===== config.mk =====
export PLATFORM = sky130hd
export DESIGN_NAME = accumulator_alu_with_flags_top
export DESIGN_NICKNAME = d
export VERILOG_FILES = /design/src/hdl/aalu_pkg.sv /design/src/hdl/accumulator_alu_with_flags_top.sv
export SDC_FILE = /design/constraint.sdc
export NUM_CORES = 1
export LEC_CHECK = 0
export BUFFER_PORTS_ARGS = -buffer_cell sky130_fd_sc_hd__clkbuf_2
export CORE_MARGIN = 3
export CORE_UTILIZATION = 40
export CTS_CLUSTER_DIAMETER = 80
export CTS_CLUSTER_SIZE = 10
export DETAILED_ROUTE_END_ITERATION = 6
export GPL_ROUTABILITY_DRIVEN = 0
export PLACE_DENSITY = 0.67
export SLEW_MARGIN = 20
export SYNTH_ARGS = -nofsm -noshare
export SYNTH_HDL_FRONTEND = slang
export SYNTH_SLANG_ARGS = --single-unit
export TNS_END_PERCENT = 100

===== constraint.sdc =====
create_clock -name clk_i -period 7.1 [get_ports clk_i]
set_input_delay 1.42 -clock clk_i [delete_from_list [all_inputs] [get_ports clk_i]]
set_output_delay 1.42 -clock clk_i [all_outputs]
set_load 0.01 [all_outputs]

===== src/hdl/aalu_pkg.sv =====
`timescale 1ns / 1ps
// Package for the accumulator ALU with flags.
// Holds the operation codes and the default accumulator width; no dependencies.
package aalu_pkg;

  localparam int unsigned AccWidthDefault = 20;
  localparam int unsigned ModeWidth       = 4;
  localparam int unsigned ShiftWidth      = 7;

  typedef enum logic [ModeWidth-1:0] {
    MODE_PASS   = 4'd0,
    MODE_ADD    = 4'd1,
    MODE_NAND   = 4'd2,
    MODE_SUB    = 4'd3,
    MODE_AND    = 4'd4,
    MODE_OR     = 4'd5,
    MODE_XOR    = 4'd6,
    MODE_NOT    = 4'd7,
    MODE_NEGATE = 4'd8,
    MODE_SHIFT  = 4'd9,
    MODE_MUL    = 4'd10
  } mode_e;

  // Bit positions in the flag register.
  localparam int unsigned FlagZ = 0;
  localparam int unsigned FlagC = 1;
  localparam int unsigned FlagO = 2;
  localparam int unsigned FlagN = 3;

endpackage


===== src/hdl/accumulator_alu_with_flags_top.sv =====
`timescale 1ns / 1ps
// Accumulator ALU with Z, C, O and N flags: input register, one-pass ALU, state register.
// Depends on aalu_pkg for operation codes and defaults.
//
//  channel  | direction | payload (lowest bit first)
//  ---------+-----------+------------------------------------------------------
//  s_axis   | in        | mode[3:0], operand[WIDTH-1:0], shift_count[6:0], zero pad
//  m_axis   | out       | acc_value[WIDTH-1:0], zero, carry, overflow, negative, pad
//
// One item per cycle is sustained unless downstream stalls; an item passes first
// through the input register, then through the ALU into the accumulator.
// The accumulator and flag registers double as the output register, so a result is
// held stable for as long as the downstream side stalls.
// Reset clears the accumulator, the flags and both valid bits; no clearing pass.
// A stall downstream holds the input register, and the upstream side waits only
// when both the input register and the result are occupied.
module accumulator_alu_with_flags_top
  import aalu_pkg::*;
#(
  parameter int unsigned WIDTH = AccWidthDefault,
  localparam int unsigned InBits   = ModeWidth + WIDTH + ShiftWidth,
  localparam int unsigned InWidth  = ((InBits + 7) / 8) * 8,
  localparam int unsigned OutBits  = WIDTH + 4,
  localparam int unsigned OutWidth = ((OutBits + 7) / 8) * 8
) (
  input  logic                  clk_i,
  input  logic                  rst_ni,
  input  logic                  s_axis_tvalid_i,
  output logic                  s_axis_tready_o,
  // mode[3:0], operand[WIDTH+3:4], shift_count[WIDTH+10:WIDTH+4], zero pad above
  input  logic [InWidth-1:0]    s_axis_tdata_i,
  output logic                  m_axis_tvalid_o,
  input  logic                  m_axis_tready_i,
  // acc_value[WIDTH-1:0], flag_zero, flag_carry, flag_overflow, flag_negative, zero pad
  output logic [OutWidth-1:0]   m_axis_tdata_o
);

  typedef struct packed {
    logic             carry;
    logic             overflow;
    logic [WIDTH-1:0] sum;
  } add_res_t;

  function automatic add_res_t add_f(input logic [WIDTH-1:0] x, input logic [WIDTH-1:0] y);
    logic [WIDTH:0] full;
    add_res_t       res;
    full         = {1'b0, x} + {1'b0, y};
    res.sum      = full[WIDTH-1:0];
    res.carry    = full[WIDTH];
    res.overflow = (x[WIDTH-1] == y[WIDTH-1]) && (full[WIDTH-1] != x[WIDTH-1]);
    return res;
  endfunction

  // Input register.
  logic                  in_valid_q;
  logic [ModeWidth-1:0]  mode_q;
  logic [WIDTH-1:0]      operand_q;
  logic [ShiftWidth-1:0] shift_q;

  // State, which is also the output register.
  logic                  out_valid_q;
  logic [WIDTH-1:0]      acc_q, acc_d;
  logic [3:0]            flags_q, flags_d;

  logic                  out_free;
  logic                  advance;
  logic                  in_take;

  assign out_free        = !out_valid_q || m_axis_tready_i;
  assign advance         = in_valid_q && out_free;
  assign s_axis_tready_o = !in_valid_q || advance;
  assign in_take         = s_axis_tvalid_i && s_axis_tready_o;

  always_ff @(posedge clk_i or negedge rst_ni) begin
    if (!rst_ni) begin
      in_valid_q <= 1'b0;
    end else if (s_axis_tready_o) begin
      in_valid_q <= s_axis_tvalid_i;
    end
  end

  always_ff @(posedge clk_i) begin
    if (in_take) begin
      mode_q    <= s_axis_tdata_i[ModeWidth-1:0];
      operand_q <= s_axis_tdata_i[ModeWidth +: WIDTH];
      shift_q   <= s_axis_tdata_i[ModeWidth+WIDTH +: ShiftWidth];
    end
  end

  // ALU datapath.
  add_res_t              add_res, sub_res, neg_res, dbl_res;
  logic [WIDTH-1:0]      neg_b;
  logic [WIDTH-1:0]      shl_pre;
  logic [WIDTH-1:0]      shr_res;
  logic [WIDTH-1:0]      mul_res;
  logic [ShiftWidth-1:0] shl_amt;
  logic [ShiftWidth-1:0] shr_amt;
  logic [WIDTH-1:0]      res;
  logic                  c_new, o_new;
  logic                  upd;

  assign neg_b   = WIDTH'(~operand_q + 1'b1);
  assign add_res = add_f(acc_q, operand_q);
  assign sub_res = add_f(neg_b, acc_q);
  assign neg_res = add_f(~acc_q, WIDTH'(1));
  // A left shift by n is n-1 plain shifts and a final doubling that sets C and O.
  assign shl_amt = shift_q - 1'b1;
  assign shl_pre = acc_q << shl_amt;
  assign dbl_res = add_f(shl_pre, shl_pre);
  assign shr_amt = ShiftWidth'(~shift_q + 1'b1);
  assign shr_res = acc_q >> shr_amt;
  assign mul_res = WIDTH'(acc_q * operand_q);

  always_comb begin
    res   = acc_q;
    c_new = flags_q[FlagC];
    o_new = flags_q[FlagO];
    upd   = 1'b1;
    case (mode_e'(mode_q))
      MODE_PASS:   res = operand_q;
      MODE_ADD:    begin
        res   = add_res.sum;
        c_new = add_res.carry;
        o_new = add_res.overflow;
      end
      MODE_NAND:   res = ~(acc_q & operand_q);
      MODE_SUB:    begin
        res   = sub_res.sum;
        c_new = sub_res.carry;
        o_new = sub_res.overflow;
      end
      MODE_AND:    res = acc_q & operand_q;
      MODE_OR:     res = acc_q | operand_q;
      MODE_XOR:    res = acc_q ^ operand_q;
      MODE_NOT:    res = ~acc_q;
      MODE_NEGATE: begin
        res   = neg_res.sum;
        c_new = neg_res.carry;
        o_new = neg_res.overflow;
      end
      MODE_SHIFT:  begin
        if (shift_q[ShiftWidth-1]) begin
          res = shr_res;
        end else if (shift_q != '0) begin
          res   = dbl_res.sum;
          c_new = dbl_res.carry;
          o_new = dbl_res.overflow;
        end
      end
      MODE_MUL:    begin
        res   = mul_res;
        c_new = acc_q[0];
        o_new = acc_q[0];
      end
      default:     upd = 1'b0;
    endcase
  end

  always_comb begin
    acc_d   = acc_q;
    flags_d = flags_q;
    if (advance && upd) begin
      acc_d          = res;
      flags_d[FlagZ] = (res == '0);
      flags_d[FlagC] = c_new;
      flags_d[FlagO] = o_new;
      flags_d[FlagN] = res[WIDTH-1];
    end
  end

  always_ff @(posedge clk_i or negedge rst_ni) begin
    if (!rst_ni) begin
      out_valid_q <= 1'b0;
      acc_q       <= '0;
      flags_q     <= '0;
    end else begin
      if (out_free) begin
        out_valid_q <= in_valid_q;
      end
      acc_q   <= acc_d;
      flags_q <= flags_d;
    end
  end

  assign m_axis_tvalid_o = out_valid_q;
  assign m_axis_tdata_o  = OutWidth'({flags_q[FlagN], flags_q[FlagO], flags_q[FlagC],
                                      flags_q[FlagZ], acc_q});

`ifndef ASSERT_OFF
  // An item leaving the input register always lands as a valid result.
  a_advance_gives_result: assert property (@(posedge clk_i) disable iff (!rst_ni)
    advance |=> out_valid_q)
    else $error("item left the input register without producing a result");

  // The state only changes when an item is processed.
  a_state_holds: assert property (@(posedge clk_i) disable iff (!rst_ni)
    !advance |=> $stable(acc_q) && $stable(flags_q))
    else $error("accumulator changed without an item being processed");

  // Unused operation codes leave the accumulator and every flag untouched.
  a_unused_mode_noop: assert property (@(posedge clk_i) disable iff (!rst_ni)
    (advance && (mode_q > MODE_MUL)) |=> $stable(acc_q) && $stable(flags_q))
    else $error("unused mode modified the state");

  // The negative flag always mirrors the top bit of the accumulator.
  a_negative_flag: assert property (@(posedge clk_i) disable iff (!rst_ni)
    flags_q[FlagN] == acc_q[WIDTH-1])
    else $error("negative flag disagrees with accumulator");

  // A stalled input item is not lost while the result waits.
  a_input_held: assert property (@(posedge clk_i) disable iff (!rst_ni)
    (in_valid_q && !out_free) |=> in_valid_q && $stable(mode_q) && $stable(operand_q))
    else $error("pending input item was dropped during a stall");
`endif

endmodule


==> Yosys cells after proc, flatten, opt, wreduce, memory -nomap -nowiden <==
Index checks and enable logic that the tools add are counted.
{ "word_totals": {"regBits": 57, "out_inout_bits": 26, "wordCells": 70} }
{ "classes": {"addsub": 7, "mul": 1, "eq_ne": 18, "shifts": 2, "muxes": 10, "n_bitwise": 8, "reduce_logical": 16} }
{ "op_table": {"columns": ["cell", "count"], "rows": [
  ["one-hot mux 20 bit (11 select lines)", 1],
  ["adder 20 x 20 -> 21 bit", 3],
  ["NOT 20 bit", 3],
  ["two-way mux 20 bit", 2],
  ["adder 20 x 1 -> 21 bit, second input constant", 1],
  ["adder 20 x 1 -> 20 bit, second input constant", 1],
  ["AND 20 bit", 1],
  ["zero test 20 bit", 1],
  ["multiplier 20 x 20 -> 20 bit", 1],
  ["OR 20 bit", 1],
  ["left shift 20 x 7 -> 20 bit", 1],
  [">> shifter 20 x 7 -> 20 bit", 1],
  ["XOR 20 bit", 1],
  ["== test 4 x 3 -> 1 bit, second input constant", 4],
  ["== test 4 bit, second input constant", 3],
  ["OR reduction 11 bit", 1],
  ["one-hot mux 1 bit (5 select lines)", 2],
  ["== test 4 x 2 -> 1 bit, second input constant", 2],
  ["adder 7 x 1 -> 7 bit, second input constant", 1],
  ["NOT 7 bit", 1],
  ["nonzero test 7 bit", 1],
  ["subtractor 7 x 1 -> 7 bit, second input constant", 1],
  ["logical AND 1 bit", 6],
  ["two-way mux 1 bit", 5],
  ["other kinds (10)", 17]
]} }

==> Logic depth before layout (Yosys ltp) <==
Gate-level depths: netlist of run 1.
{ "depth": {"word_depth": 7, "depth_mapped": 29} }

==> Worst setup path before layout of run 1 <==
Ideal clock, no wire load.
{ "synth_path": {"path_type": "reg2reg", "start": "register acc_q[8]", "end": "register flags_q[0]", "t_arrival_ps": 7267, "required_ps": 6996, "path_slack_ps": -271, "path_stages_with_launch": 29, "path_buffers": 2, "period_less_slack_ps": 7371, "path_cell_list": "dfrtp_1 clkbuf_1 clkinv_1 nor2_1 fa_1 fa_1 inv_1 fa_1 inv_1 fa_1 inv_1 fa_1 inv_1 fa_1 inv_1 fa_1 inv_1 ha_1 clkbuf_1 o21a_1 nor2_1 a31oi_1 a22oi_1 mux2i_1 o22ai_1 o32a_1 nand4b_1 or4_1 o41ai_2"} }
{ "synth_via": {"elab_chain_cells": 6} }
{ "synth_lines": {"columns": ["item", "line", "text"], "rows": [
  ["start, declared", "accumulator_alu_with_flags_top.sv:62", "logic [WIDTH-1:0] acc_q, acc_d;"],
  ["start signal, assigned", "accumulator_alu_with_flags_top.sv:174", "acc_q <= '0;"],
  ["start signal, assigned", "accumulator_alu_with_flags_top.sv:180", "acc_q <= acc_d;"],
  ["parallel branches: the longest is 4 deep, another holds multiplier 20 x 20 -> 20 bit", null, null],
  ["one-hot mux 20 bit (11 select lines) (*)", "accumulator_alu_with_flags_top.sv:119", "case (mode_e'(mode_q))"],
  ["zero test 20 bit (*)", "accumulator_alu_with_flags_top.sv:164", "flags_d[FlagZ] = (res == '0);"],
  ["end signal, assigned", "accumulator_alu_with_flags_top.sv:181", "flags_q <= flags_d;"],
  ["end, declared", "accumulator_alu_with_flags_top.sv:63", "logic [3:0] flags_q, flags_d;"]
]} }
Every way passes the cells marked *.
A chain may end at the register's enable or synchronous reset.

==> Final worst setup path of run 1 <==
{ "layout_path": {"start": "register operand_q[4]", "end": "register flags_q[0]"} }
{ "layout_via": {"elab_chain_cells": 5} }
{ "layout_lines": {"columns": ["item", "line", "text"], "rows": [
  ["start, declared", "accumulator_alu_with_flags_top.sv:57", "logic [WIDTH-1:0] operand_q;"],
  ["start signal, assigned", "accumulator_alu_with_flags_top.sv:85", "operand_q <= s_axis_tdata_i[ModeWidth +: WIDTH];"],
  ["parallel branches: the longest is 3 deep, another holds multiplier 20 x 20 -> 20 bit", null, null],
  ["one-hot mux 20 bit (11 select lines) (*)", "accumulator_alu_with_flags_top.sv:119", null],
  ["zero test 20 bit (*)", "accumulator_alu_with_flags_top.sv:164", null]
]} }
Marks and branches as above.

==> results by group, run 1 <==
Synthesis
  • Largest family of logic cells by synthesized area: adder cells
  • Cell accounting for the most synthesized area: fa_1
  • Post-synthesis compound-gate area fraction: 20.0%
  • Post-synthesis xor/xnor area fraction: 5.85%
  • Synth async-reset ratio: approximately 45%
  • Yosys top cell area share: 18.4%
  • Dominant cells by area after synthesis: fa_1, ha_1, edfxtp_1
  • Mean cell area of the mapped netlist: 7.81 sq um
  • Netlist cell types: 84
  • YS warnings: 0
  • Sequential-to-total area share from yosys stat: between 10% and 20%
  • Most used DFF post-synth: edfxtp_1
  • Number of enable flip-flop cells after synthesis: 31
  • Post-Synth Simple-Gate Area: 19.3%
  • Mux share of post-synthesis cell area: 5.74%
  • Post-Synth Adder-Cell Area: 29.3%
  • Cells after synthesis: 1,936
  • Post-Syn Area: between 0.015 and 0.02 sq mm
  • Syn_nets: 2,243
  • Seq cells post-synth: 56

Setup path
  • FF-to-FF path depth: 24
  • Most used cell, CP: fa_1
  • Critical path class: reg2reg
  • Worst path cell trace: buf_6, nand2_1, fa_1, inv_1, fa_1, inv_1, fa_1, inv_1, fa_1, fa_1, fa_1, inv_1, fa_1, inv_1, ha_1, a211o_1, a32oi_2, o211ai_1, a21oi_1, o211ai_1, o32a_1, nand4b_1, or4_4, o41ai_2
  • Startpoint types: flip-flop
  • R2R setup slack: -0.37 ns
  • Crit path largest cell delay: 0.56 ns
  • Critical path capture point type: flip-flop
  • Req. time, crit path: 7.34 ns
  • Worst Path Arrival: 7.71 ns
  • Worst path slowest cell: fa_1
  • Max Fanout on Critical Path: 5

Die
  • Cell Rows: 70
  • Die Span X: 200 um
  • Die ar.: 0.0401 sq mm
  • Core Area: 0.0370 sq mm
  • Num ports: slightly above 60
  • Initial Util: 40.9%
  • Die Span Y: ~200 um

Timing
  • TNS Setup: -0.371 ns
  • Final Skew: 0.0157 ns
  • Final WS setup: -0.371 ns
  • Least-Margin Pin Slew: 0.953 ns
  • Final Max Tran Viols: 0
  • FMAX: about 130 MHz
  • Final Setup Violations: 1
  • Slew headroom: 35.6%
  • Min Tclk post-route: 7.47 ns
  • Final Hold Vio Count: 0
  • Fin crit share: 105%
  • RSZ-0062 raised after global routing: yes
  • Fin Hold WS: roughly 0.50 ns

Global routing
  • Initial antenna violation count: 0
  • Total gr overflow: 0
  • Vias in the first global route: 16,000
  • Global-route wire length before repair: 91,800 um
  • Maximum number of pins on one net before global-route repair: 71
  • Overall routing resource usage: 28.9%

Placement
  • DP Worst Slack: -0.498 ns
  • DPL Wire Length: 47,000 um
  • Port buffer count: 60

Clocking
  • Clock sink total: 56
  • Clk_lat worst skew: 0.34 ns
  • H-tree levels: 2
  • Reg clk slew, reported paths: 0.08 ns
  • Clk buf depth: 2
  • CTS Buf Count: 5
  • CTS tree: built
  • Hold_buf cts: 0
  • Clock root buffer master: clkbuf_16

Detailed routing
  • Iteration-0 DRC Markers: 1,939
  • DRC viols: 0
  • Final wirelength: between 60,000 and 70,000 um
  • Drt wl/cell: 23.3 um
  • Vias/cell: 6.20
  • Via Count: 16,100
  • First-pass DRT Iterations: 7
  • Antenna-violating nets left: 0

Layout
  • Antenna diode instance count: 0
  • Net count, final: 2,402
  • Area grow syn2layout: 16.8%
  • Share of layout cells above drive strength 1: 19.6%

Flow run
  • Max-Cap Viols: 0

Run status
  • Status: complete, but fails checks
  • Failing checks: setup timing

Min path
  • Worst Hold Class: reg2reg
  • Min-Delay Path Depth: 1
## kinds of logic (layout without fill, tap and decap cells)
| logic type | after synthesis | after routing |
|---|---|---|
| adder cells (fa/ha/maj) | 271 | 271 |
| AND/OR/NAND/NOR | 626 | 626 |
| flip-flops | 56 | 56 |
| AO/OA/AOI/OAI | 452 | 452 |
| multiplexers | 64 | 64 |
| buffers and inverters | 366 | 526 |
| XOR/XNOR | 101 | 101 |
## metrics by stage
stage	instances	utilization (%)	area [sq um]
floorplan	1936	-	15100
global placement	2575	46.2	17100
detailed placement	2575	46.2	17100
CTS	2586	46.8	17300
global route	2600	47.8	17700
finish	2600	47.8	17700
## cell type report
class / count / area, sq um
Timing Repair Buffer: 276 / 2000
Clock buffer: 6 / 129
Clock inverter: 2 / 11.3
Inverter: 242 / 937
Tap cell: 504 / 631
Fill cell: 3667 / 19300
Sequential cell: 56 / 1560
Multi-Input combinational cell: 1514 / 12400
## path summary, 6_finish.rpt
| check | end | startpoint |
|---|---|---|
| setup / recovery | flags_q[0] | operand_q[4] |
| hold / removal | m_axis_tvalid_o | in_valid_q |
| setup reg to reg | flags_q[0] | operand_q[4] |
| hold reg to reg | m_axis_tvalid_o | in_valid_q |
| max in group asynchronous | acc_q[0] | rst_ni |
| min in group asynchronous | acc_q[14] | rst_ni |
## synthesized netlist by cell type (28+ instances only)
master,n
nor3_1,46
fa_1,139
o22ai_1,28
a21oi_1,91
nand3_1,40
edfxtp_1,31
xnor2_1,81
nor2_1,206
clkbuf_1,81
ha_1,132
inv_1,230
o21ai_0,98
nand2_1,196
## registers in the layout (all words and copies together), names as in the netlist
| signal | cells |
|---|---|
| shift_q | 7 |
| mode_q | 4 |
| operand_q | 20 |
| in_valid_q | 1 |
| m_axis_tvalid_o | 1 |
| acc_q | 20 |
| flags_q | 3 |
## cell usage in the layout (no fill, tap or decap), types with 20 or more instances in the layout
cell type	instances
nand2_1	195
o22ai_1	28
fa_1	135
mux2i_1	27
o211ai_1	23
clkbuf_2	60
inv_1	217
nand3_1	40
xnor2_1	79
o21ai_0	96
a31oi_1	25
a21oi_1	88
mux2_2	20
nor3_1	45
ha_1	123
buf_4	202
edfxtp_1	31
nor2_1	199
## layer usage
metal / GRT usage [%] / part of all wire [%]
met4: 18.2 / 8.4
met5: 0 / 0
met1: 36.1 / 36
met3: 6.99 / 13
met2: 45.2 / 43
## critical path: cells and delay by family, from the launching register on
family / cells / cell delay, ns
fa+ha+maj: 8 / 3.84
compound gates: 7 / 1.71
simple gates: 3 / 0.88
flops: 1 / 0.47
buf+inv: 6 / 0.45
## repair_timing
action,CTS,global route
resized for setup,20,60
endpoints found under the setup margin,3,5
setup buffers,3,14
pin swaps,4,24
Power of run 1 is not shown: default switching activity piles up to over one toggle a cycle in this logic, so the estimate is an artifact.
==> run 2: changes to the inputs <==
- GPL_TIMING_DRIVEN: not set -> 0
- TNS_END_PERCENT: 100 -> 10
==> results by group, run 2 (synthesis results as in run 1) <==
Setup path
  • Most used cell, CP: fa_1
  • Req. time, crit path: 7.34 ns (about the same)
  • Critical path class: reg2reg
  • R2R setup slack: -0.46 ns (-0.09 ns)
  • Worst path cell trace: clkbuf_4, nand2_1, fa_1, fa_1, fa_1, inv_1, fa_1, inv_1, fa_1, fa_1, inv_1, fa_1, ha_4, o21ai_1, a32oi_2, o211ai_1, a21oi_2, o211ai_1, o32a_1, nand4b_1, or4_4, o41ai_4
  • CP delay by family, top: adder cells
  • Startpoint types: flip-flop
  • CP bufs+invs: 4 (-2)
  • Max Fanout on Critical Path: 10 (+5)
  • Critical path capture point type: flip-flop
  • Crit path largest cell delay: 0.60 ns (+0.04 ns)
  • Worst path slowest cell: dfrtp_2
  • Worst Path Arrival: 7.80 ns (+0.09 ns)

Global routing
  • Total gr overflow: 0 (unchanged)
  • Vias in the first global route: 16,200 (+1.7%)
  • Maximum number of pins on one net before global-route repair: 26 (-63%)
  • Overall routing resource usage: 31.5% (+2.5 points)
  • Global-route wire length before repair: 97,600 um (+6.2%)
  • Initial antenna violation count: 1 (+1)

Timing
  • Slew headroom: 29.8% (-5.8 points)
  • RSZ-0062 raised after global routing: yes
  • FMAX: 132 MHz (-1.2%)
  • Final Setup Violations: 2 (+1)
  • Fin crit share: 107% (+1.3 points)
  • Final WS setup: -0.464 ns (-0.0923 ns)
  • Final Hold Vio Count: 0 (unchanged)
  • Least-Margin Pin Slew: 1.04 ns (+0.0885 ns)
  • Final Max Tran Viols: 0 (unchanged)
  • Min Tclk post-route: 7.56 ns (+0.0923 ns)
  • Final Skew: 0.00939 ns (-0.00633 ns)

Placement
  • DPL Wire Length: 49,500 um (+5.2%)
  • Port buffer count: 60 (unchanged)
  • Placed Area: 0.0161 sq mm (-5.6%)

Clocking
  • Reg clk slew, reported paths: 0.08 ns (about the same)
  • H-tree levels: 2 (unchanged)
  • Clock root buffer master: clkbuf_16
  • CTS Buf Count: 5 (unchanged)
  • Clk_lat worst skew: 0.33 ns (about the same)
  • CTS tree: built
  • Clock sink total: 56 (unchanged)
  • Clk buf depth: 2 (unchanged)

Die
  • Die ar.: 0.0401 sq mm (unchanged)
  • Initial Util: 40.9% (unchanged)
  • Cell Rows: 70 (unchanged)
  • Die Span Y: 200 um (unchanged)
  • Core Area: 0.0370 sq mm (unchanged)
  • Die Span X: 200 um (unchanged)
  • Num ports: 62 (unchanged)

Flow run
  • Max-Cap Viols: 0 (unchanged)

Detailed routing
  • Vias/cell: 6.47 (+4.3%)
  • Final wirelength: 65,400 um (+8.0%)
  • Antenna-violating nets left: 0 (unchanged)
  • Via Count: 16,400 (+1.8%)
  • Drt wl/cell: 25.7 um (+11%)
  • First-pass DRT Iterations: 7 (unchanged)
  • DRC viols: 79 (+79)
  • Iteration-0 DRC Markers: 2,890 (+49%)

Layout
  • Share of layout cells above drive strength 1: 14.8% (-4.8 points)
  • Fill count: 3,696 (+0.79%)
  • Most common cell after layout, fill and taps aside: inv_1
  • Most frequent cells in the layout: inv_1, nor2_1, nand2_1
  • Final instance area: 0.0171 sq mm (-3.0%)
  • Area grow syn2layout: 13.3%
  • Regs by FF count: acc_q: 20 flops, operand_q: 20 flops, shift_q: 7 flops
  • Net count, final: 2,341 (-2.5%)
  • Antenna diode instance count: 0 (unchanged)

Run status
  • Status: complete, but fails checks
  • Failing checks: DRC, setup timing

Min path
  • Worst Hold Class: reg2reg
run 2: final cells by class:
cell class | count | area (sq um) | share of cell area, %
repair buffers | 98 | 596 | 3.48
multi-input cells | 1514 | 12300 | 72.1
inverters | 242 | 991 | 5.79
well taps | 504 | 631 | 3.68
flip-flops and latches | 56 | 1580 | 9.20
clock buffers | 5 | 125 | 0.730
clock inverters | 3 | 22.5 | 0.131
plain buffers | 117 | 840 | 4.90
run 2: through the flow:
step | instances | hold WS (ns) | setup TNS, ns | utilization, % | worst slack, ns
floorplan | 1936 | 0.458 | 0 | - | 0.00882
global placement | 2500 | 0.498 | -13.59 | 43.5 | -2.10
detailed placement | 2502 | 0.492 | -14.84 | 43.6 | -2.12
CTS | 2534 | 0.517 | -0.435 | 46.1 | -0.369
global route | 2539 | 0.586 | -1.02 | 46.3 | -0.596
finish | 2539 | 0.541 | -0.596 | 46.3 | -0.464
run 2: path summary, 6_finish.rpt:
check	start	to	cells past startpoint
min in group asynchronous	rst_ni	flags_q[0]	1
max in group asynchronous	rst_ni	acc_q[3]	1
setup reg to reg	acc_q[11]	flags_q[0]	22
hold reg to reg	flags_q[0]	flags_q[0]	2
setup / recovery	acc_q[11]	flags_q[0]	22
hold / removal	flags_q[0]	flags_q[0]	2
run 2: worst min-delay path, delay by kind of cell, from the launching register on:
kind / cells / cell delay [ns]
simple gates: 1 / 0.09
compound gates: 1 / 0.05
flops: 1 / 0.37
run 2: per-layer routing:
metal	share of wire [%]	vias up	global-route usage (%)	routed length (um)
met5	0.037	-	0	24
met4	8.2	4	19.8	5350
met3	16	432	13.6	10400
met2	41	1380	47.1	26800
met1	35	7681	37.1	22700
li1	-	6926	-	-
run 2: repair_timing:
| item | in CTS | in global routing |
|---|---|---|
| pin swaps | 11 | 5 |
| buffers inserted | 31 | 5 |
| endpoints found under the setup margin | 15 | 6 |
| hold buffers | 0 | 0 |
| resized for setup | 165 | 11 |
Power of run 2 is left out for the same reason.
